### src/sv/rtxe_pkg.sv
// ----------------------------------------------------------------------------
// rtxe_pkg
// Types, constants and helpers shared by the rgba to xbm text encoder.
// ----------------------------------------------------------------------------
package rtxe_pkg;

    localparam int CFG_INDEX_W    = 8;
    localparam int CFG_DATA_W     = 16;
    localparam int CHAN_W         = 8;
    localparam int CHAR_W         = 8;
    localparam int DIM_W          = 16;
    localparam int REMAIN_W       = 30;
    localparam int COL_W          = 4;
    localparam int BYTES_PER_LINE = 12;

    localparam logic [CFG_INDEX_W-1:0] CFG_WIDTH  = 8'd0;
    localparam logic [CFG_INDEX_W-1:0] CFG_HEIGHT = 8'd1;

    localparam logic [DIM_W-1:0] RESET_WIDTH  = 16'd8;
    localparam logic [DIM_W-1:0] RESET_HEIGHT = 16'd1;

    localparam logic [17:0] DARK_LIMIT = 18'd128000;

    localparam logic [CHAR_W-1:0] CH_NUL   = 8'h00;
    localparam logic [CHAR_W-1:0] CH_SPACE = 8'h20;
    localparam logic [CHAR_W-1:0] CH_ZERO  = 8'h30;
    localparam logic [CHAR_W-1:0] CH_X     = 8'h78;
    localparam logic [CHAR_W-1:0] CH_COMMA = 8'h2c;
    localparam logic [CHAR_W-1:0] CH_NL    = 8'h0a;
    localparam logic [CHAR_W-1:0] CH_BRACE = 8'h7d;
    localparam logic [CHAR_W-1:0] CH_SEMI  = 8'h3b;
    localparam logic [CHAR_W-1:0] CH_LC_A  = 8'h61;

    // one finished byte, or an overrun marker, handed from front to back
    typedef struct packed {
        logic              overrun;
        logic              line_start;
        logic              line_end;
        logic              final_byte;
        logic [CHAN_W-1:0] value;
    } t_byte_cmd;

    typedef struct packed {
        logic full;
        logic empty;
    } t_q_stat;

    function automatic logic [CHAR_W-1:0] hex_char(input logic [3:0] nib);
        if (nib < 4'd10) begin
            return CH_ZERO + {4'd0, nib};
        end else begin
            return CH_LC_A + {4'd0, nib} - 8'd10;
        end
    endfunction

endpackage

### src/sv/rtxe_pixel_if.sv
// ----------------------------------------------------------------------------
// rtxe_pixel_if
// Pixel channel: one rgba pixel per transfer.
// ----------------------------------------------------------------------------
interface rtxe_pixel_if;
    logic                           valid;
    logic                           ready;
    logic [rtxe_pkg::CHAN_W-1:0]    red;
    logic [rtxe_pkg::CHAN_W-1:0]    green;
    logic [rtxe_pkg::CHAN_W-1:0]    blue;
    logic [rtxe_pkg::CHAN_W-1:0]    alpha;

    modport source (output valid, output red, output green, output blue,
                    output alpha, input ready);
    modport sink   (input valid, input red, input green, input blue,
                    input alpha, output ready);
endinterface

### src/sv/rtxe_text_if.sv
// ----------------------------------------------------------------------------
// rtxe_text_if
// Text channel: one character of xbm body text per transfer.
// ----------------------------------------------------------------------------
interface rtxe_text_if;
    logic                           valid;
    logic                           ready;
    logic [rtxe_pkg::CHAR_W-1:0]    text_char;
    logic                           last_of_run;
    logic                           overrun_error;

    modport source (output valid, output text_char, output last_of_run,
                    output overrun_error, input ready);
    modport sink   (input valid, input text_char, input last_of_run,
                    input overrun_error, output ready);
endinterface

### src/sv/rtxe_cfg_if.sv
// ----------------------------------------------------------------------------
// rtxe_cfg_if
// Configuration write channel: register index and write data.
// ----------------------------------------------------------------------------
interface rtxe_cfg_if;
    logic                               valid;
    logic                               ready;
    logic [rtxe_pkg::CFG_INDEX_W-1:0]   index;
    logic [rtxe_pkg::CFG_DATA_W-1:0]    data;

    modport source (output valid, output index, output data, input ready);
    modport sink   (input valid, input index, input data, output ready);
endinterface

### src/sv/rgba_to_xbm_text_encoder_top.sv
// ----------------------------------------------------------------------------
// rgba_to_xbm_text_encoder_top
// RGBA pixel stream in, xbm bitmap body text out, one character per transfer.
// ----------------------------------------------------------------------------
// A pixel is taken in every cycle unless a command must go into a full queue;
// it passes a three-stage pipeline (blend products, divide by 255, luma
// threshold) and then updates the bit packer. Pixels that do not finish a
// byte produce no text. Each finished byte becomes 6 to 10 characters, sent
// one per cycle by the text sequencer while the output is ready; it fetches
// each command from the queue in its idle state, and an overrun becomes one
// NUL character. The sustained pixel rate is set by the text sequencer and
// the output channel: about one pixel per cycle for full eight-pixel bytes,
// lower for narrow rows, with QUEUE_DEPTH commands of slack between the two
// sides. A width or height write restarts the image with the new dimensions.
// ----------------------------------------------------------------------------
module rgba_to_xbm_text_encoder_top #(
    parameter int QUEUE_DEPTH = 4
) (
    input  logic         i_clk,
    input  logic         i_rst_n,
    rtxe_pixel_if.sink   i_pixel,
    rtxe_cfg_if.sink     i_cfg,
    rtxe_text_if.source  o_text
);

    logic                q_push;
    logic                q_pop;
    rtxe_pkg::t_byte_cmd q_push_data;
    rtxe_pkg::t_byte_cmd q_head;
    rtxe_pkg::t_q_stat   q_stat;

    rtxe_front u_front (
        .i_clk       (i_clk),
        .i_rst_n     (i_rst_n),
        .i_pixel     (i_pixel),
        .i_cfg       (i_cfg),
        .i_q_stat    (q_stat),
        .o_push      (q_push),
        .o_push_data (q_push_data)
    );

    rtxe_queue #(
        .DEPTH (QUEUE_DEPTH)
    ) u_queue (
        .i_clk       (i_clk),
        .i_rst_n     (i_rst_n),
        .i_push      (q_push),
        .i_push_data (q_push_data),
        .i_pop       (q_pop),
        .o_head      (q_head),
        .o_stat      (q_stat)
    );

    rtxe_back u_back (
        .i_clk    (i_clk),
        .i_rst_n  (i_rst_n),
        .i_head   (q_head),
        .i_q_stat (q_stat),
        .o_pop    (q_pop),
        .o_text   (o_text)
    );

    a_no_push_full: assert property (@(posedge i_clk) disable iff (!i_rst_n)
        !(q_push && q_stat.full))
        else $error("command pushed into full queue");

    a_no_pop_empty: assert property (@(posedge i_clk) disable iff (!i_rst_n)
        !(q_pop && q_stat.empty))
        else $error("command popped from empty queue");

    a_overrun_form: assert property (@(posedge i_clk) disable iff (!i_rst_n)
        (o_text.valid && o_text.overrun_error) |->
            (o_text.last_of_run && o_text.text_char == rtxe_pkg::CH_NUL))
        else $error("overrun result malformed");

    a_stall_no_accept: assert property (@(posedge i_clk) disable iff (!i_rst_n)
        (q_stat.full && !q_pop && !q_push && q_stat.empty == 1'b0 && !i_pixel.ready)
            |=> !q_push || !q_stat.full)
        else $error("push while queue held full");

endmodule

### src/sv/rtxe_front.sv
// ----------------------------------------------------------------------------
// rtxe_front
// Pixel pipeline: composite over white, luma threshold, bit packing and
// image position tracking; emits one command per finished byte or overrun.
// ----------------------------------------------------------------------------
module rtxe_front (
    input  logic                i_clk,
    input  logic                i_rst_n,
    rtxe_pixel_if.sink          i_pixel,
    rtxe_cfg_if.sink            i_cfg,
    input  rtxe_pkg::t_q_stat   i_q_stat,
    output logic                o_push,
    output rtxe_pkg::t_byte_cmd o_push_data
);

    // floor(x / 255) for x up to 65025
    function automatic logic [7:0] div255(input logic [15:0] x);
        logic [15:0] t;
        t = x + 16'd1 + {8'd0, x[15:8]};
        return t[15:8];
    endfunction

    logic        w_enable;
    logic        w_accept;

    logic        r_v1;
    logic        r_v2;
    logic        r_v3;
    logic [15:0] r_pr;
    logic [15:0] r_pg;
    logic [15:0] r_pb;
    logic [7:0]  r_cr;
    logic [7:0]  r_cg;
    logic [7:0]  r_cb;
    logic        r_dark;

    logic [rtxe_pkg::DIM_W-1:0]    r_width;
    logic [rtxe_pkg::DIM_W-1:0]    r_height;
    logic [rtxe_pkg::CHAN_W-1:0]   r_acc;
    logic [rtxe_pkg::DIM_W-1:0]    r_pix_col;
    logic [rtxe_pkg::REMAIN_W-1:0] r_remaining;
    logic [rtxe_pkg::COL_W-1:0]    r_byte_col;

    logic [rtxe_pkg::DIM_W-1:0]    n_width;
    logic [rtxe_pkg::DIM_W-1:0]    n_height;
    logic [16:0]                   w_w_round;
    logic [13:0]                   w_row_bytes;
    logic [rtxe_pkg::REMAIN_W-1:0] n_remaining;
    logic                          w_cfg_hit;

    logic [15:0] w_blend_r;
    logic [15:0] w_blend_g;
    logic [15:0] w_blend_b;
    logic [15:0] w_white;
    logic [17:0] w_luma;

    logic [2:0]                    w_bitpos;
    logic [rtxe_pkg::CHAN_W-1:0]   w_acc_new;
    logic [rtxe_pkg::DIM_W-1:0]    w_col_inc;
    logic                          w_row_end;
    logic                          w_overrun;
    logic                          w_byte_done;
    logic                          w_need_push;
    logic [rtxe_pkg::COL_W-1:0]    w_byte_col_inc;
    logic                          w_line_end;
    logic                          w_final;

    // ---------------- classification pipeline ----------------
    assign w_white   = 16'd255 * {8'd0, 8'd255 - i_pixel.alpha};
    assign w_blend_r = {8'd0, i_pixel.red}   * {8'd0, i_pixel.alpha} + w_white;
    assign w_blend_g = {8'd0, i_pixel.green} * {8'd0, i_pixel.alpha} + w_white;
    assign w_blend_b = {8'd0, i_pixel.blue}  * {8'd0, i_pixel.alpha} + w_white;

    assign w_luma = 18'd299 * {10'd0, r_cr} + 18'd587 * {10'd0, r_cg}
                  + 18'd114 * {10'd0, r_cb};

    assign w_enable      = !(w_need_push && i_q_stat.full);
    assign w_accept      = i_pixel.valid && w_enable;
    assign i_pixel.ready = w_enable;
    assign i_cfg.ready   = 1'b1;

    always_ff @(posedge i_clk) begin
        if (!i_rst_n) begin
            r_v1 <= 1'b0;
            r_v2 <= 1'b0;
            r_v3 <= 1'b0;
        end else if (w_enable) begin
            r_v1 <= w_accept;
            r_v2 <= r_v1;
            r_v3 <= r_v2;
        end
    end

    always_ff @(posedge i_clk) begin
        if (w_enable) begin
            r_pr   <= w_blend_r;
            r_pg   <= w_blend_g;
            r_pb   <= w_blend_b;
            r_cr   <= div255(r_pr);
            r_cg   <= div255(r_pg);
            r_cb   <= div255(r_pb);
            r_dark <= w_luma < rtxe_pkg::DARK_LIMIT;
        end
    end

    // ---------------- image position ----------------
    assign w_cfg_hit = i_cfg.valid && (i_cfg.index == rtxe_pkg::CFG_WIDTH
                                    || i_cfg.index == rtxe_pkg::CFG_HEIGHT);

    always_comb begin
        n_width  = r_width;
        n_height = r_height;
        if (i_cfg.index == rtxe_pkg::CFG_WIDTH) begin
            n_width = i_cfg.data;
        end
        if (i_cfg.index == rtxe_pkg::CFG_HEIGHT) begin
            n_height = i_cfg.data;
        end
    end

    assign w_w_round   = {1'b0, n_width} + 17'd7;
    assign w_row_bytes = w_w_round[16:3];
    assign n_remaining = rtxe_pkg::REMAIN_W'({16'd0, w_row_bytes} * {14'd0, n_height});

    assign w_bitpos       = r_pix_col[2:0];
    assign w_acc_new      = r_acc | (rtxe_pkg::CHAN_W'(r_dark) << w_bitpos);
    assign w_col_inc      = r_pix_col + 16'd1;
    assign w_row_end      = w_col_inc >= r_width;
    assign w_overrun      = r_remaining == '0;
    assign w_byte_done    = (w_bitpos == 3'd7) || w_row_end;
    assign w_need_push    = r_v3 && (w_overrun || w_byte_done);
    assign w_byte_col_inc = r_byte_col + 4'd1;
    assign w_line_end     = w_byte_col_inc >= rtxe_pkg::COL_W'(rtxe_pkg::BYTES_PER_LINE);
    assign w_final        = r_remaining == rtxe_pkg::REMAIN_W'(1);

    assign o_push                 = w_need_push && !i_q_stat.full;
    assign o_push_data.overrun    = w_overrun;
    assign o_push_data.line_start = r_byte_col == '0;
    assign o_push_data.line_end   = w_line_end;
    assign o_push_data.final_byte = w_final;
    assign o_push_data.value      = w_acc_new;

    always_ff @(posedge i_clk) begin
        if (!i_rst_n) begin
            r_width     <= rtxe_pkg::RESET_WIDTH;
            r_height    <= rtxe_pkg::RESET_HEIGHT;
            r_acc       <= '0;
            r_pix_col   <= '0;
            r_byte_col  <= '0;
            r_remaining <= rtxe_pkg::REMAIN_W'(1);
        end else if (w_cfg_hit) begin
            // a width or height register write restarts the image
            r_width     <= n_width;
            r_height    <= n_height;
            r_acc       <= '0;
            r_pix_col   <= '0;
            r_byte_col  <= '0;
            r_remaining <= n_remaining;
        end else if (r_v3 && w_enable && !w_overrun) begin
            r_pix_col <= w_row_end ? '0 : w_col_inc;
            if (w_byte_done) begin
                r_acc       <= '0;
                r_remaining <= r_remaining - rtxe_pkg::REMAIN_W'(1);
                if (!w_final) begin
                    r_byte_col <= w_line_end ? '0 : w_byte_col_inc;
                end
            end else begin
                r_acc <= w_acc_new;
            end
        end
    end

endmodule

### src/sv/rtxe_queue.sv
// ----------------------------------------------------------------------------
// rtxe_queue
// Small command queue between the pixel front and the text back end.
// ----------------------------------------------------------------------------
module rtxe_queue #(
    parameter int DEPTH = 4
) (
    input  logic                i_clk,
    input  logic                i_rst_n,
    input  logic                i_push,
    input  rtxe_pkg::t_byte_cmd i_push_data,
    input  logic                i_pop,
    output rtxe_pkg::t_byte_cmd o_head,
    output rtxe_pkg::t_q_stat   o_stat
);

    localparam int PTR_W = $clog2(DEPTH);
    localparam int CNT_W = $clog2(DEPTH + 1);

    rtxe_pkg::t_byte_cmd r_mem [DEPTH];
    logic [PTR_W-1:0]    r_wr_ptr;
    logic [PTR_W-1:0]    r_rd_ptr;
    logic [CNT_W-1:0]    r_count;

    assign o_stat.full  = r_count == CNT_W'(DEPTH);
    assign o_stat.empty = r_count == '0;
    assign o_head       = r_mem[r_rd_ptr];

    always_ff @(posedge i_clk) begin
        if (i_push) begin
            r_mem[r_wr_ptr] <= i_push_data;
        end
    end

    always_ff @(posedge i_clk) begin
        if (!i_rst_n) begin
            r_wr_ptr <= '0;
            r_rd_ptr <= '0;
            r_count  <= '0;
        end else begin
            if (i_push) begin
                r_wr_ptr <= (r_wr_ptr == PTR_W'(DEPTH - 1)) ? '0 : r_wr_ptr + PTR_W'(1);
            end
            if (i_pop) begin
                r_rd_ptr <= (r_rd_ptr == PTR_W'(DEPTH - 1)) ? '0 : r_rd_ptr + PTR_W'(1);
            end
            if (i_push && !i_pop) begin
                r_count <= r_count + CNT_W'(1);
            end else if (!i_push && i_pop) begin
                r_count <= r_count - CNT_W'(1);
            end
        end
    end

endmodule

### src/sv/rtxe_back.sv
// ----------------------------------------------------------------------------
// rtxe_back
// Text sequencer: turns each command into its characters, one per cycle
// while the output channel is ready, through a registered output stage.
// ----------------------------------------------------------------------------
module rtxe_back (
    input  logic                i_clk,
    input  logic                i_rst_n,
    input  rtxe_pkg::t_byte_cmd i_head,
    input  rtxe_pkg::t_q_stat   i_q_stat,
    output logic                o_pop,
    rtxe_text_if.source         o_text
);

    typedef enum logic [3:0] {
        ST_IDLE,
        ST_ERR,
        ST_SP0,
        ST_SP1,
        ST_SP2,
        ST_ZERO,
        ST_X,
        ST_HI,
        ST_LO,
        ST_SEP,
        ST_TAIL,
        ST_NL
    } t_state;

    t_state                      r_state;
    rtxe_pkg::t_byte_cmd         r_cmd;
    logic                        r_valid;
    logic [rtxe_pkg::CHAR_W-1:0] r_char;
    logic                        r_last;
    logic                        r_err;
    logic                        w_load_ok;
    logic                        w_emit;

    assign w_load_ok = !r_valid || o_text.ready;
    // every state but idle loads one character when the output stage is free
    assign w_emit    = w_load_ok && (r_state != ST_IDLE);
    assign o_pop     = (r_state == ST_IDLE) && !i_q_stat.empty;

    assign o_text.valid         = r_valid;
    assign o_text.text_char     = r_char;
    assign o_text.last_of_run   = r_last;
    assign o_text.overrun_error = r_err;

    always_ff @(posedge i_clk) begin
        if (!i_rst_n) begin
            r_state <= ST_IDLE;
            r_valid <= 1'b0;
        end else begin
            if (w_emit) begin
                r_valid <= 1'b1;
            end else if (r_valid && o_text.ready) begin
                r_valid <= 1'b0;
            end
            case (r_state)
                ST_IDLE: begin
                    if (!i_q_stat.empty) begin
                        r_cmd <= i_head;
                        if (i_head.overrun) begin
                            r_state <= ST_ERR;
                        end else if (i_head.line_start) begin
                            r_state <= ST_SP0;
                        end else begin
                            r_state <= ST_ZERO;
                        end
                    end
                end
                ST_ERR: begin
                    if (w_load_ok) begin
                        r_char  <= rtxe_pkg::CH_NUL;
                        r_last  <= 1'b1;
                        r_err   <= 1'b1;
                        r_state <= ST_IDLE;
                    end
                end
                ST_SP0, ST_SP1, ST_SP2: begin
                    if (w_load_ok) begin
                        r_char  <= rtxe_pkg::CH_SPACE;
                        r_last  <= 1'b0;
                        r_err   <= 1'b0;
                        r_state <= (r_state == ST_SP0) ? ST_SP1 :
                                   (r_state == ST_SP1) ? ST_SP2 : ST_ZERO;
                    end
                end
                ST_ZERO: begin
                    if (w_load_ok) begin
                        r_char  <= rtxe_pkg::CH_ZERO;
                        r_last  <= 1'b0;
                        r_err   <= 1'b0;
                        r_state <= ST_X;
                    end
                end
                ST_X: begin
                    if (w_load_ok) begin
                        r_char  <= rtxe_pkg::CH_X;
                        r_last  <= 1'b0;
                        r_err   <= 1'b0;
                        r_state <= ST_HI;
                    end
                end
                ST_HI: begin
                    if (w_load_ok) begin
                        r_char  <= rtxe_pkg::hex_char(r_cmd.value[7:4]);
                        r_last  <= 1'b0;
                        r_err   <= 1'b0;
                        r_state <= ST_LO;
                    end
                end
                ST_LO: begin
                    if (w_load_ok) begin
                        r_char  <= rtxe_pkg::hex_char(r_cmd.value[3:0]);
                        r_last  <= 1'b0;
                        r_err   <= 1'b0;
                        r_state <= ST_SEP;
                    end
                end
                ST_SEP: begin
                    if (w_load_ok) begin
                        r_char  <= r_cmd.final_byte ? rtxe_pkg::CH_BRACE : rtxe_pkg::CH_COMMA;
                        r_last  <= 1'b0;
                        r_err   <= 1'b0;
                        r_state <= ST_TAIL;
                    end
                end
                ST_TAIL: begin
                    if (w_load_ok) begin
                        r_err   <= 1'b0;
                        if (r_cmd.final_byte) begin
                            r_char  <= rtxe_pkg::CH_SEMI;
                            r_last  <= 1'b0;
                            r_state <= ST_NL;
                        end else begin
                            r_char  <= r_cmd.line_end ? rtxe_pkg::CH_NL : rtxe_pkg::CH_SPACE;
                            r_last  <= 1'b1;
                            r_state <= ST_IDLE;
                        end
                    end
                end
                ST_NL: begin
                    if (w_load_ok) begin
                        r_char  <= rtxe_pkg::CH_NL;
                        r_last  <= 1'b1;
                        r_err   <= 1'b0;
                        r_state <= ST_IDLE;
                    end
                end
                default: begin
                    r_state <= ST_IDLE;
                end
            endcase
        end
    end

endmodule
### src/flat_wrapper.sv
// flat-port wrapper written by rule: the top's interface ports become plain ports
module rgba_to_xbm_text_encoder_top_flat 
#(
    parameter int QUEUE_DEPTH = 4
)
  (i_clk, i_rst_n, i_pixel_valid, i_pixel_red, i_pixel_green, i_pixel_blue, i_pixel_alpha, i_pixel_ready, i_cfg_valid, i_cfg_index, i_cfg_data, i_cfg_ready, o_text_valid, o_text_text_char, o_text_last_of_run, o_text_overrun_error, o_text_ready);
  rtxe_pixel_if i_pixel_i ();
  rtxe_cfg_if i_cfg_i ();
  rtxe_text_if o_text_i ();
  input  logic i_clk;
  input  logic i_rst_n;
  input wire logic [$bits(i_pixel_i.valid)-1:0] i_pixel_valid;
  input wire logic [$bits(i_pixel_i.red)-1:0] i_pixel_red;
  input wire logic [$bits(i_pixel_i.green)-1:0] i_pixel_green;
  input wire logic [$bits(i_pixel_i.blue)-1:0] i_pixel_blue;
  input wire logic [$bits(i_pixel_i.alpha)-1:0] i_pixel_alpha;
  output wire logic [$bits(i_pixel_i.ready)-1:0] i_pixel_ready;
  input wire logic [$bits(i_cfg_i.valid)-1:0] i_cfg_valid;
  input wire logic [$bits(i_cfg_i.index)-1:0] i_cfg_index;
  input wire logic [$bits(i_cfg_i.data)-1:0] i_cfg_data;
  output wire logic [$bits(i_cfg_i.ready)-1:0] i_cfg_ready;
  output wire logic [$bits(o_text_i.valid)-1:0] o_text_valid;
  output wire logic [$bits(o_text_i.text_char)-1:0] o_text_text_char;
  output wire logic [$bits(o_text_i.last_of_run)-1:0] o_text_last_of_run;
  output wire logic [$bits(o_text_i.overrun_error)-1:0] o_text_overrun_error;
  input wire logic [$bits(o_text_i.ready)-1:0] o_text_ready;
  assign i_pixel_i.valid = i_pixel_valid;
  assign i_pixel_i.red = i_pixel_red;
  assign i_pixel_i.green = i_pixel_green;
  assign i_pixel_i.blue = i_pixel_blue;
  assign i_pixel_i.alpha = i_pixel_alpha;
  assign i_pixel_ready = i_pixel_i.ready;
  assign i_cfg_i.valid = i_cfg_valid;
  assign i_cfg_i.index = i_cfg_index;
  assign i_cfg_i.data = i_cfg_data;
  assign i_cfg_ready = i_cfg_i.ready;
  assign o_text_valid = o_text_i.valid;
  assign o_text_text_char = o_text_i.text_char;
  assign o_text_last_of_run = o_text_i.last_of_run;
  assign o_text_overrun_error = o_text_i.overrun_error;
  assign o_text_i.ready = o_text_ready;
  rgba_to_xbm_text_encoder_top #(.QUEUE_DEPTH(QUEUE_DEPTH)) u_core (.i_clk(i_clk), .i_rst_n(i_rst_n), .i_pixel(i_pixel_i), .i_cfg(i_cfg_i), .o_text(o_text_i));
endmodule
### config.mk
export PLATFORM = sky130hd
export DESIGN_NAME = rgba_to_xbm_text_encoder_top_flat
export DESIGN_NICKNAME = d
export VERILOG_FILES = /design/src/sv/rtxe_pkg.sv /design/src/sv/rtxe_pixel_if.sv /design/src/sv/rtxe_text_if.sv /design/src/sv/rtxe_cfg_if.sv /design/src/sv/rgba_to_xbm_text_encoder_top.sv /design/src/sv/rtxe_front.sv /design/src/sv/rtxe_queue.sv /design/src/sv/rtxe_back.sv /design/src/flat_wrapper.sv
export SDC_FILE = /design/constraint.sdc
export NUM_CORES = 2
export LEC_CHECK = 0
export BUFFER_PORTS_ARGS = -buffer_cell sky130_fd_sc_hd__buf_2
export CORE_UTILIZATION = 60
export CTS_CLUSTER_DIAMETER = 40
export DETAILED_ROUTE_END_ITERATION = 6
export HOLD_SLACK_MARGIN = 0.1
export MAX_ROUTING_LAYER = met4
export PLACE_DENSITY = 0.87
export SLEW_MARGIN = 5
export SYNTH_ARGS = -nofsm -noshare
export SYNTH_HDL_FRONTEND = slang
export SYNTH_SLANG_ARGS = --single-unit
export TNS_END_PERCENT = 30
### constraint.sdc
create_clock -name i_clk -period 10.2 [get_ports i_clk]
set_input_delay 1.02 -clock i_clk [delete_from_list [all_inputs] [get_ports i_clk]]
set_output_delay 1.02 -clock i_clk [all_outputs]
set_load 0.02 [all_outputs]
==> results.toml <==
[yosys]
synth_area_per_cell_um2 = 9.53
ys.flop_type = "edfxtp_1"
synthArstFlopShare_pct = 0
synthMostInstantiatedCell = "inv_1"
ys.warnings.count = 0
synth_area_mm2 = 0.0314
ys_seq_area_share_pct = 20.2
synth_edf_count = 140
ys_top_cells_by_area = "fa_1 26%, ha_1 15%, edfxtp_1 13%"
synth.top_cells.by_count = "595 x inv_1, 411 x fa_1, 383 x ha_1"
yosys.area.top_type = "fa_1"
ys_seq_elements = 247
yosysTopAreaCellShare_pct = 26.2
netlist_instances = 3290
yosysUniqueCellTypes = 82

[flow_run]
drv_cap = 0

[global_route]
grtUsageTotal_pct = 28.6
grt_overflow = 0
grt_pass1_wl_mm = 119
grt_max_degree = 60
antenna_found_initial = 3
grt_pass1_vias = 24800

[routing]
drt_iter0_markers = 1473
postRouteAntennaNets = 0
remaining_drc_errors = 0
num_vias = 23500
viasPerCell = 5.78
totalWireLength_mm = 71.3
wire_per_inst_um = 17.5
firstDrtPassIters = 6

[layout]
nets = 4202
layout-drive-gt1-share_pct = 6.72
multi_input_comb_area_mm2 = 0.0224
register_area_mm2 = 0.00635
fillCellCount = 3754
syn_to_final_growth_pct = 7.85

[setup_path]
r2r_slack_ns = 1.97
startpoint_type = "input port"
crit_cells = 28
cp_top_family = "adder cells"
cp_common_cell = "fa_1"
endpoint_kind = "register"
crit_type = "input port to register"
crit_buf_inv = 5
critPathRequiredTime_ns = 10.64
slowest_delay_ns = 0.85
rr_worst_depth = 27
cp_max_fo = 7
cp.arrival_ns = 9.58
cp_slowest_cell = "nor4_1"

[place]
io_buffers = 71
dpl.hpwl_mm = 55.1
place_congestion = 0.958

[sta]
setup_tns_ns = 0
grt_setup_unrepaired = "no"
slew_viol_final = 0
setup_viol = 0
finalCritPeriodShare_pct = 89.6
hold_viol = 0
finClkSkew_ns = 0.0170
layout_min_cycle_time_ns = 9.14
worst_pin_slew_ns = 1.21
slew_headroom_pct = 18.4
fmax_ghz = 0.109

[clock_network]
worstSkewPairLatency_ns = 0.56
cts_made_buffers = 40
cts_resized = 0
clk_path_buf_depth = 3
post_cts_buffers = 0
cts_tree = "built"
clock-sinks = 247
path_clk_slew_ns = 0.06
h-tree-depth = 2
cts-root-buf = "clkbuf_16"
hold_buffers = 0

[min_path]
hold_depth = 2
hold_class = "register to register"

[floorplan]
die-area_mm2 = 0.0532
core_mm2 = 0.0515
ios = 74
initial_core_util_pct = 60.9
die_x_um = 231
rows = 83
die_h_um = 231

[status]
status = "finished clean"
-- cell type report --
type / count / share of cell area (%)
Clock inverter: 26 / 0.733
Clock buffer: 48 / 3.23
Timing Repair Buffer: 103 / 1.76
Multi-Input combinational cell: 2359 / 66.3
Antenna cell: 4 / 0.0296
Tap cell: 680 / 2.52
Inverter: 596 / 6.62
Sequential cell: 247 / 18.8
-- worst paths after layout --
| path | startpoint | to |
|---|---|---|
| worst min register to register | u_core.u_front.r_width[12] | u_core.u_front.r_width[12] |
| worst max register to register | u_core.u_front.r_width[1] | u_core.u_front.r_remaining[28] |
| worst min-delay path | u_core.u_front.r_width[12] | u_core.u_front.r_width[12] |
| worst max-delay path | i_cfg_index[5] | u_core.u_front.r_remaining[28] |
-- flip-flops by register name, summed over array words and instances (netlist names), 2 cells and up, named ones only --
signal and cells:
u_core.u_front.r_pb 16, u_core.u_front.r_height 16, u_core.u_front.r_width 16, u_core.u_back.r_state 4, u_core.u_front.r_pg 16, u_core.u_queue.r_rd_ptr 2, u_core.u_front.r_cg 8, u_core.u_front.r_pix_col 16
u_core.u_queue.r_count 3, u_core.u_front.r_pr 16, u_core.u_front.r_byte_col 4, u_core.u_back.o_text.text_char 7, u_core.u_front.r_cr 8, u_core.u_front.r_acc 8, u_core.u_queue.r_mem 48, u_core.u_back.r_cmd 10
u_core.u_front.r_remaining 30, u_core.u_front.r_cb 8, u_core.u_queue.r_wr_ptr 2
-- per-stage QoR --
stage | std cells | util (%) | hold slack (ns) | area (µm²) | worst slack (ns)
2_1_floorplan | 3293 | - | 0.431 | 31400 | 1.23
3_3_place_gp | 3985 | 63.0 | 0.441 | 32500 | 0.968
3_5_place_dp | 3985 | 63.0 | 0.446 | 32500 | 0.729
4_1_cts | 4059 | 65.6 | 0.454 | 33800 | 1.19
5_1_grt | 4062 | 65.6 | 0.485 | 33800 | 0.597
6_report | 4063 | 65.6 | 0.457 | 33800 | 1.06
-- logic make-up (layout without fill, tap and decap cells) --
logic type,after synthesis,after routing,share of synthesized area (%)
XOR/XNOR,181,181,5.15
other,2,9,0.0240
multiplexers,59,59,2.43
AND/OR/NAND/NOR,909,909,13.9
AO/OA/AOI/OAI,411,411,8.41
buffers and inverters,687,773,8.28
adder cells (fa/ha/maj),794,794,41.5
flip-flops,247,247,20.2
-- tightest hold or removal path, stage by stage, from the launching register on --
cell and delay, ns:
dfxtp_1 0.31, nand2_1 0.05, a21oi_1 0.05
-- cells in the final DEF, fill, tap and decap left out, drive strengths merged, types with 11 or more instances in the layout --
cell type,n
or3,15
mux4,12
nand3,62
buf,103
and2,131
a21o,22
nand2,308
and3,16
nor3,49
mux2,14
o21ai,67
inv,607
o211ai,20
nor2,207
fa,411
xnor2,115
or4,11
a211oi,31
o22ai,15
a21oi,134
mux2i,33
o21a,30
nor2b,27
xor2,65
edfxtp,140
clkbuf,48
nand2b,26
dfxtp,107
o21bai,21
ha,383
-- metal layers --
layer,GRT usage (%),share of wire [%],vias to the layer above
met4,13.5,5.1,0
met1,33.1,38,11500
met5,-,0,-
li1,-,-,10800
met3,4.04,6.6,245
met2,49.0,50,932
Power is left out: the tool's default activity adds up to more than one toggle a clock period on the data nets, which glitch-free logic cannot reach.
